$ cat config.mk
export PLATFORM = sky130hd
export DESIGN_NAME = hid_descriptor_item_parser_top_flat
export DESIGN_NICKNAME = d
export VERILOG_FILES = /design/src/hw/rtl/hdp_pkg.sv /design/src/hw/rtl/hdp_stream_if.sv /design/src/hw/rtl/hdp_item_tracker.sv /design/src/hw/rtl/hid_descriptor_item_parser_top.sv /design/src/flat_wrapper.sv
export SDC_FILE = /design/constraint.sdc
export NUM_CORES = 1
export LEC_CHECK = 0
export ABC_AREA = 1
export BUFFER_PORTS_ARGS = -buffer_cell sky130_fd_sc_hd__buf_2
export CAP_MARGIN = 20
export CORE_MARGIN = 10
export CORE_UTILIZATION = 50
export CTS_CLUSTER_SIZE = 14
export DETAILED_ROUTE_END_ITERATION = 10
export PLACE_DENSITY = 0.82
export SLEW_MARGIN = 5
export SYNTH_ARGS = -nofsm -noshare
export SYNTH_HDL_FRONTEND = slang
export SYNTH_SLANG_ARGS = --single-unit
$ cat constraint.sdc
create_clock -name clk -period 2.6 [get_ports clk]
set_clock_uncertainty 0.2 [all_clocks]
set_input_delay 0.13 -clock clk [delete_from_list [all_inputs] [get_ports clk]]
set_output_delay 0.13 -clock clk [all_outputs]
set_load 0.005 [all_outputs]
$ cat src/hw/rtl/hdp_pkg.sv
package hdp_pkg;

  // Short-item prefix fields
  localparam logic [1:0] SIZE_CODE_FOUR = 2'd3;
  localparam logic [2:0] FOUR_BYTES     = 3'd4;
  localparam logic [1:0] TYPE_LOCAL     = 2'd2;
  localparam logic [3:0] TAG_USAGE      = 4'd0;

  // Usage values of interest
  localparam logic [31:0] USAGE_X     = 32'h0000_0030;
  localparam logic [31:0] USAGE_Y     = 32'h0000_0031;
  localparam logic [31:0] USAGE_WHEEL = 32'h0000_0038;

  // Result constants
  localparam logic [14:0] AXIS_MAX   = 15'd32767;
  localparam logic [3:0]  MIN_LENGTH = 4'd10;
  localparam logic [1:0]  BUTTONS    = 2'd3;

  // Usages completed by the current byte
  typedef struct packed {
    logic x;
    logic y;
    logic wheel;
  } usage_hit_t;

endpackage

$ cat src/hw/rtl/hdp_stream_if.sv
interface hdp_in_if;
  logic       valid;
  logic       ready;
  logic [7:0] desc_byte;
  logic       last_byte;

  modport source (output valid, output desc_byte, output last_byte, input ready);
  modport sink   (input valid, input desc_byte, input last_byte, output ready);
endinterface

interface hdp_out_if;
  logic        valid;
  logic        ready;
  logic        ok;
  logic [14:0] max_x;
  logic [14:0] max_y;
  logic        wheel_present;
  logic [1:0]  num_buttons;

  modport source (output valid, output ok, output max_x, output max_y,
                  output wheel_present, output num_buttons, input ready);
  modport sink   (input valid, input ok, input max_x, input max_y,
                  input wheel_present, input num_buttons, output ready);
endinterface

$ cat src/hw/rtl/hdp_item_tracker.sv
// Tracks the current short item and flags usages completed by each byte.
module hdp_item_tracker (
  input  logic                clk,
  input  logic                rst_n,
  input  logic                byte_en,
  input  logic [7:0]          byte_in,
  input  logic                clear,
  output hdp_pkg::usage_hit_t hit
);
  import hdp_pkg::*;

  logic [2:0]  bytes_left_r, bytes_left_nxt;
  logic [1:0]  byte_pos_r,   byte_pos_nxt;
  logic [1:0]  item_type_r,  item_type_nxt;
  logic [3:0]  item_tag_r,   item_tag_nxt;
  logic [31:0] item_value_r, item_value_nxt;
  logic        is_usage;

  always_comb begin
    bytes_left_nxt = bytes_left_r;
    byte_pos_nxt   = byte_pos_r;
    item_type_nxt  = item_type_r;
    item_tag_nxt   = item_tag_r;
    item_value_nxt = item_value_r;
    if (bytes_left_r == 3'd0) begin
      // prefix byte
      bytes_left_nxt = (byte_in[1:0] == SIZE_CODE_FOUR) ? FOUR_BYTES
                                                        : {1'b0, byte_in[1:0]};
      item_type_nxt  = byte_in[3:2];
      item_tag_nxt   = byte_in[7:4];
      item_value_nxt = 32'd0;
      byte_pos_nxt   = 2'd0;
    end else begin
      // data byte, little-endian
      item_value_nxt = item_value_r | ({24'd0, byte_in} << {byte_pos_r, 3'b000});
      byte_pos_nxt   = byte_pos_r + 2'd1;
      bytes_left_nxt = bytes_left_r - 3'd1;
    end
  end

  assign is_usage  = byte_en && (bytes_left_nxt == 3'd0) &&
                     (item_type_nxt == TYPE_LOCAL) && (item_tag_nxt == TAG_USAGE);
  assign hit.x     = is_usage && (item_value_nxt == USAGE_X);
  assign hit.y     = is_usage && (item_value_nxt == USAGE_Y);
  assign hit.wheel = is_usage && (item_value_nxt == USAGE_WHEEL);

  always_ff @(posedge clk) begin
    if (!rst_n || (byte_en && clear)) begin
      bytes_left_r <= 3'd0;
      byte_pos_r   <= 2'd0;
      item_type_r  <= 2'd0;
      item_tag_r   <= 4'd0;
      item_value_r <= 32'd0;
    end else if (byte_en) begin
      bytes_left_r <= bytes_left_nxt;
      byte_pos_r   <= byte_pos_nxt;
      item_type_r  <= item_type_nxt;
      item_tag_r   <= item_tag_nxt;
      item_value_r <= item_value_nxt;
    end
  end

endmodule

$ cat src/hw/rtl/hid_descriptor_item_parser_top.sv
// HID report descriptor short-item parser.
// in_chan carries one descriptor byte per transaction (desc_byte) with
// last_byte marking the final byte of a descriptor. out_chan carries one
// summary transaction per descriptor: ok, max_x, max_y, wheel_present and
// num_buttons. Bytes not flagged last produce no output transaction.
// Throughput: one byte per cycle while no summary is held up; each byte
// is decoded by short logic in the same cycle it is accepted and the
// summary lands in the output register, so out_chan.valid rises in the
// cycle after the last byte is taken.
// The output register frees the input side: in_chan.ready is low only while
// a summary is held and the receiver does not take it, so the parser
// stalls on a held result and resumes the cycle the receiver takes it.
// Reset (rst_n low, synchronous) clears the item tracker, the length count,
// the usage flags and the output valid; the next byte is taken as a prefix.
// After each summary the tracker, length count and usage flags are
// cleared, so the next byte starts a new descriptor.
module hid_descriptor_item_parser_top (
  input logic      clk,
  input logic      rst_n,
  hdp_in_if.sink   in_chan,
  hdp_out_if.source out_chan
);
  import hdp_pkg::*;

  logic       in_fire;
  logic       in_last;
  usage_hit_t hit;

  logic [3:0] length_r, length_nxt;
  logic       seen_x_r, seen_y_r, seen_wheel_r;
  logic       seen_x_nxt, seen_y_nxt, seen_wheel_nxt;
  logic       long_enough;

  logic        out_valid_r;
  logic        ok_r;
  logic [14:0] max_x_r, max_y_r;
  logic        wheel_present_r;
  logic [1:0]  num_buttons_r;

  // Hold off input only while a summary waits on the receiver
  assign in_chan.ready = !out_valid_r || out_chan.ready;
  assign in_fire       = in_chan.valid && in_chan.ready;
  assign in_last       = in_fire && in_chan.last_byte;

  hdp_item_tracker u_tracker (
    .clk     (clk),
    .rst_n   (rst_n),
    .byte_en (in_fire),
    .byte_in (in_chan.desc_byte),
    .clear   (in_chan.last_byte),
    .hit     (hit)
  );

  // Length saturates at the minimum; flags include a usage ending on this byte
  assign length_nxt     = (length_r < MIN_LENGTH) ? length_r + 4'd1 : length_r;
  assign long_enough    = (length_nxt >= MIN_LENGTH);
  assign seen_x_nxt     = seen_x_r     || hit.x;
  assign seen_y_nxt     = seen_y_r     || hit.y;
  assign seen_wheel_nxt = seen_wheel_r || hit.wheel;

  always_ff @(posedge clk) begin
    if (!rst_n || in_last) begin
      length_r     <= 4'd0;
      seen_x_r     <= 1'b0;
      seen_y_r     <= 1'b0;
      seen_wheel_r <= 1'b0;
    end else if (in_fire) begin
      length_r     <= length_nxt;
      seen_x_r     <= seen_x_nxt;
      seen_y_r     <= seen_y_nxt;
      seen_wheel_r <= seen_wheel_nxt;
    end
  end

  always_ff @(posedge clk) begin
    if (!rst_n) begin
      out_valid_r <= 1'b0;
    end else if (in_last) begin
      out_valid_r <= 1'b1;
    end else if (out_chan.ready) begin
      out_valid_r <= 1'b0;
    end
  end

  // Summary payload; a short descriptor reports all zeros
  always_ff @(posedge clk) begin
    if (in_last) begin
      ok_r            <= long_enough;
      max_x_r         <= (long_enough && seen_x_nxt) ? AXIS_MAX : 15'd0;
      max_y_r         <= (long_enough && seen_y_nxt) ? AXIS_MAX : 15'd0;
      wheel_present_r <= long_enough && seen_wheel_nxt;
      num_buttons_r   <= long_enough ? BUTTONS : 2'd0;
    end
  end

  assign out_chan.valid         = out_valid_r;
  assign out_chan.ok            = ok_r;
  assign out_chan.max_x         = max_x_r;
  assign out_chan.max_y         = max_y_r;
  assign out_chan.wheel_present = wheel_present_r;
  assign out_chan.num_buttons   = num_buttons_r;

  // Last byte always yields a summary next cycle
  a_last_gives_result: assert property (@(posedge clk) disable iff (!rst_n)
    in_last |=> out_chan.valid)
    else $error("last byte did not produce a summary");

  // Short descriptor reports zeros everywhere
  a_short_zero: assert property (@(posedge clk) disable iff (!rst_n)
    (out_chan.valid && !out_chan.ok) |->
      (out_chan.max_x == 15'd0 && out_chan.max_y == 15'd0 &&
       !out_chan.wheel_present && out_chan.num_buttons == 2'd0))
    else $error("short descriptor summary not cleared");

  // Full descriptor always reports the button count
  a_ok_buttons: assert property (@(posedge clk) disable iff (!rst_n)
    (out_chan.valid && out_chan.ok) |-> (out_chan.num_buttons == BUTTONS))
    else $error("button count wrong on valid descriptor");

  // Input stalls only behind a held summary
  a_stall_cause: assert property (@(posedge clk) disable iff (!rst_n)
    !in_chan.ready |-> (out_chan.valid && !out_chan.ready))
    else $error("input stalled without a pending summary");

  // Counters are cleared right after a summary is captured
  a_clear_after_last: assert property (@(posedge clk) disable iff (!rst_n)
    in_last |=> (length_r == 4'd0 && !seen_x_r && !seen_y_r && !seen_wheel_r))
    else $error("descriptor state not cleared after last byte");

endmodule

$ cat src/flat_wrapper.sv
// flat-port wrapper written by rule: the top's interface ports become plain ports
module hid_descriptor_item_parser_top_flat import hdp_pkg::*;
  (clk, rst_n, in_chan_valid, in_chan_desc_byte, in_chan_last_byte, in_chan_ready, out_chan_valid, out_chan_ok, out_chan_max_x, out_chan_max_y, out_chan_wheel_present, out_chan_num_buttons, out_chan_ready);
  hdp_in_if in_chan_i ();
  hdp_out_if out_chan_i ();
  input logic clk;
  input logic rst_n;
  input wire logic [$bits(in_chan_i.valid)-1:0] in_chan_valid;
  input wire logic [$bits(in_chan_i.desc_byte)-1:0] in_chan_desc_byte;
  input wire logic [$bits(in_chan_i.last_byte)-1:0] in_chan_last_byte;
  output wire logic [$bits(in_chan_i.ready)-1:0] in_chan_ready;
  output wire logic [$bits(out_chan_i.valid)-1:0] out_chan_valid;
  output wire logic [$bits(out_chan_i.ok)-1:0] out_chan_ok;
  output wire logic [$bits(out_chan_i.max_x)-1:0] out_chan_max_x;
  output wire logic [$bits(out_chan_i.max_y)-1:0] out_chan_max_y;
  output wire logic [$bits(out_chan_i.wheel_present)-1:0] out_chan_wheel_present;
  output wire logic [$bits(out_chan_i.num_buttons)-1:0] out_chan_num_buttons;
  input wire logic [$bits(out_chan_i.ready)-1:0] out_chan_ready;
  assign in_chan_i.valid = in_chan_valid;
  assign in_chan_i.desc_byte = in_chan_desc_byte;
  assign in_chan_i.last_byte = in_chan_last_byte;
  assign in_chan_ready = in_chan_i.ready;
  assign out_chan_valid = out_chan_i.valid;
  assign out_chan_ok = out_chan_i.ok;
  assign out_chan_max_x = out_chan_i.max_x;
  assign out_chan_max_y = out_chan_i.max_y;
  assign out_chan_wheel_present = out_chan_i.wheel_present;
  assign out_chan_num_buttons = out_chan_i.num_buttons;
  assign out_chan_i.ready = out_chan_ready;
  hid_descriptor_item_parser_top u_core (.clk(clk), .rst_n(rst_n), .in_chan(in_chan_i), .out_chan(out_chan_i));
endmodule
==> impl_metrics.env <==
export IMPL_worst_slack_ns=0.349
export IMPL_dieArea_mm2=0.00952
export IMPL_drive_gt1_frac=0.148
export IMPL_slew_violations=0
export IMPL_cts_buffer_depth=2
export IMPL_drtIter0Drc=234
export IMPL_ys_ff_latch=55
export IMPL_clock_sinks=55
export IMPL_worstHoldStart="in_chan_desc_byte[7]"
export IMPL_arrival_ns=2.22
export IMPL_tightest_slew_ns=0.486
export IMPL_syn_area_mm2=0.00301
export IMPL_synth_fp_nets=471
export IMPL_r2r_start="u_core.u_tracker.bytes_left_r[0]$_SDFFE_PP0P_"
export IMPL_drtPass1Iterations=6
export IMPL_synth_flop_cell="dfxtp_1"
export IMPL_most_common_layout_cells="114 x nor2_1, 76 x nand2_1, 51 x dfxtp_1, 48 x buf_2, 45 x nand3_1"
export IMPL_fin_nets=489
export IMPL_setup_tns_ns=0
export IMPL_wl_per_cell_um=12.2
export IMPL_drcViolationCount=0
export IMPL_gr_total_overflow=0
export IMPL_syn_to_final_growth_pct=6.12
export IMPL_min_period_ns=2.25
export IMPL_r2r_end="u_core.out_chan.wheel_present$_DFFE_PP_"
export IMPL_hold_viol=0
export IMPL_syn_avg_cell_area_um2=6.61
export IMPL_clk_pin_slew_ns=0.09
export IMPL_io_buffers=48
export IMPL_synth_area_leaders="dfxtp_1 34%, nor2_1 14%, nand2_1 9.5%, buf_4 9.0%, nand3_1 7.5%"
export IMPL_path_max_fanout=9
export IMPL_finalPower_w=0.00170
export IMPL_grt_pass1_wl_mm=11.3
export IMPL_design_area_mm2=0.00319
export IMPL_crit_path_frequent_cell="nand3_1"
export IMPL_status="completed"
export IMPL_dp_hpwl_mm=5.00
export IMPL_num_rows=28
export IMPL_final_cell_count_no_fill=549
export IMPL_gp_congestion=0.917
export IMPL_grt_pass1_vias=2437
export IMPL_power_density_mw_per_mm2=534
export IMPL_crit_type="flop to flop"
export IMPL_cts_max_level=2
export IMPL_synth_area_leader_cell="dfxtp_1"
export IMPL_io_pins=49
export IMPL_max_freq_mhz=444
export IMPL_synthArstFlopShare=0
export IMPL_final_common_cell="nor2_1"
export IMPL_dpl_worst_slack_ns=0.393
export IMPL_die_w_um=97.5
export IMPL_max_stage_delay_ns=0.35
export IMPL_synth_edf_count=4
export IMPL_end_kind="flop"
export IMPL_seq_area_frac_synth=0.380
export IMPL_rsz0062_at_grt="false"
export IMPL_slew_headroom=0.676
export IMPL_vias=2794
export IMPL_path_delay_family="simple AND/OR/NAND/NOR gates"
export IMPL_maxCapViolCount=0
export IMPL_hp_class="input pin to flop"
export IMPL_synthesis_instances=455
export IMPL_reg2reg_depth=12
export IMPL_min_to="u_core.u_tracker.item_tag_r[3]$_SDFFE_PP0P_"
export IMPL_synth_distinct_cells=27
export IMPL_cp_start_kind="flop"
export IMPL_leakagePower_nw=1.48
export IMPL_placed_cell_area_mm2=0.00305
export IMPL_setup_viol=0
export IMPL_insertion_delay_ns=0.31
export IMPL_start_util=0.511
export IMPL_drt_wl_total_mm=6.68
export IMPL_r2r_setup_slack_ns=0.35
export IMPL_drtAntennaViolNets=0
export IMPL_hold_depth=3
export IMPL_yosys_area_top_type_share=0.340
export IMPL_dp_cells=535
export IMPL_fillers=590
export IMPL_cp_slowest_cell="nor2_2"
export IMPL_viasPerCell=5.09
export IMPL_cts_tree="built"
export IMPL_peakVddDrop_uv=339
export IMPL_antenna_found_initial=0
export IMPL_grt_max_degree=32
export IMPL_required_ns=2.56
export IMPL_grt_usage=0.137
export IMPL_path_buf_inv=3
export IMPL_core_mm2=0.00589
export IMPL_synth_warnings=0
export IMPL_die_y_um=97.5
export IMPL_n_antenna_cell=0
export IMPL_cp_cell_sequence="inv_1, ha_1, inv_2, nor2_2, nand3_1, nand2_1, nand2_1, clkinv_1, nand3_1, nor2_1, nand3_1, a21oi_1"
export IMPL_root_buffer="clkbuf_8"
export IMPL_fin_crit_sh=0.866
export IMPL_post_cts_resized=0
export IMPL_cts_made_buffers=5
## kinds of logic after synthesis
family,share of synthesized area
and+or+nand+nor,0.339
AOI/OAI and AO/OA,0.0982
xor gates and xnor gates,0.00291
adders and majority gates,0.0125
buffers and inverters,0.168
DFF,0.380
## per-stage QoR
step                      utilization  hold WS (ns)
final                           0.542        0.0477
after floorplan                     -        0.0276
after global placement          0.518         0.135
after global routing            0.542        0.0238
after detailed placement        0.518         0.140
after CTS                       0.542        0.0275
## final cells by class
type / count / area, um^2 / share of cell area
clock buffers: 7 / 76.3 / 0.0239
clock inverters: 1 / 5.00 / 0.00157
inverters: 46 / 175 / 0.0549
multi-input cells: 306 / 1360 / 0.427
flip-flops and latches: 55 / 1140 / 0.358
well taps: 75 / 93.8 / 0.0294
repair buffers: 59 / 338 / 0.106
## report_power, final
| group | total [W] | internal, W | leakage (nW) | switching (W) |
|---|---|---|---|---|
| combinational | 0.000342 | 0.000116 | 0.982 | 0.000227 |
| clock | 0.000452 | 0.000190 | 0.0422 | 0.000262 |
| sequential | 0.000910 | 0.000886 | 0.454 | 0.0000249 |
## worst max-delay path by stage
stage | startpoint | endpoint | slack (ns) | cells past startpoint
floorplan | u_core.u_tracker.bytes_left_r[0]$_SDFFE_PP0P_ | u_core.out_chan.max_x[13]$_DFFE_PP_ | 0.75 | 12
global placement | u_core.u_tracker.bytes_left_r[0]$_SDFFE_PP0P_ | u_core.out_chan.wheel_present$_DFFE_PP_ | 0.43 | 12
detailed placement | u_core.u_tracker.bytes_left_r[0]$_SDFFE_PP0P_ | u_core.out_chan.wheel_present$_DFFE_PP_ | 0.39 | 12
CTS | u_core.u_tracker.bytes_left_r[0]$_SDFFE_PP0P_ | u_core.out_chan.wheel_present$_DFFE_PP_ | 0.37 | 12
global route | u_core.u_tracker.bytes_left_r[0]$_SDFFE_PP0P_ | u_core.out_chan.max_x[13]$_DFFE_PP_ | 0.1 | 12
finish | u_core.u_tracker.bytes_left_r[0]$_SDFFE_PP0P_ | u_core.out_chan.wheel_present$_DFFE_PP_ | 0.35 | 12
## state kept, by name, summed over array words and instances, names as in the netlist
name                           flops
u_core.length_r                    4
u_core.out_chan.max_x              1
u_core.out_chan.max_y              1
u_core.out_chan.num_buttons        1
u_core.out_chan.valid              1
u_core.out_chan.wheel_present      1
u_core.seen_wheel_r                1
u_core.seen_x_r                    1
u_core.seen_y_r                    1
u_core.u_tracker.byte_pos_r        2
u_core.u_tracker.bytes_left_r      3
u_core.u_tracker.item_tag_r        4
u_core.u_tracker.item_type_r       2
u_core.u_tracker.item_value_r     32
## metal layers
| layer | GRT usage | up-vias | share of wire |
|---|---|---|---|
| li1 | - | 1442 | - |
| met1 | 0.168 | 1238 | 0.45 |
| met2 | 0.221 | 106 | 0.44 |
| met3 | 0.0505 | 8 | 0.10 |
| met4 | 0.0336 | 0 | 0.012 |
| met5 | 0 | - | 0 |
## worst register-to-register path, delay by kind of cell, from the launching register on
kind	cells	cell delay, ns
AND/OR/NAND/NOR	7	1.01
flip-flops	1	0.33
adder cells (fa/ha/maj)	1	0.23
buffers and inverters	3	0.18
AO/OA/AOI/OAI	1	0.14
## Yosys cell counts (all sizes together), types with 3 or more instances
cell type,instances
clkbuf,6
nand2,78
nand4,5
nor2,115
ha,3
inv,45
edfxtp,4
nand3,45
dfxtp,51
a21oi,28
o21ai,20
buf,42
## repair_timing
item	CTS	global route
hold buffers	6	0
buffers inserted	0	0
endpoints found under the setup margin	0	0
endpoints found under the hold margin	5	0
(Power assumes the default switching activity.)
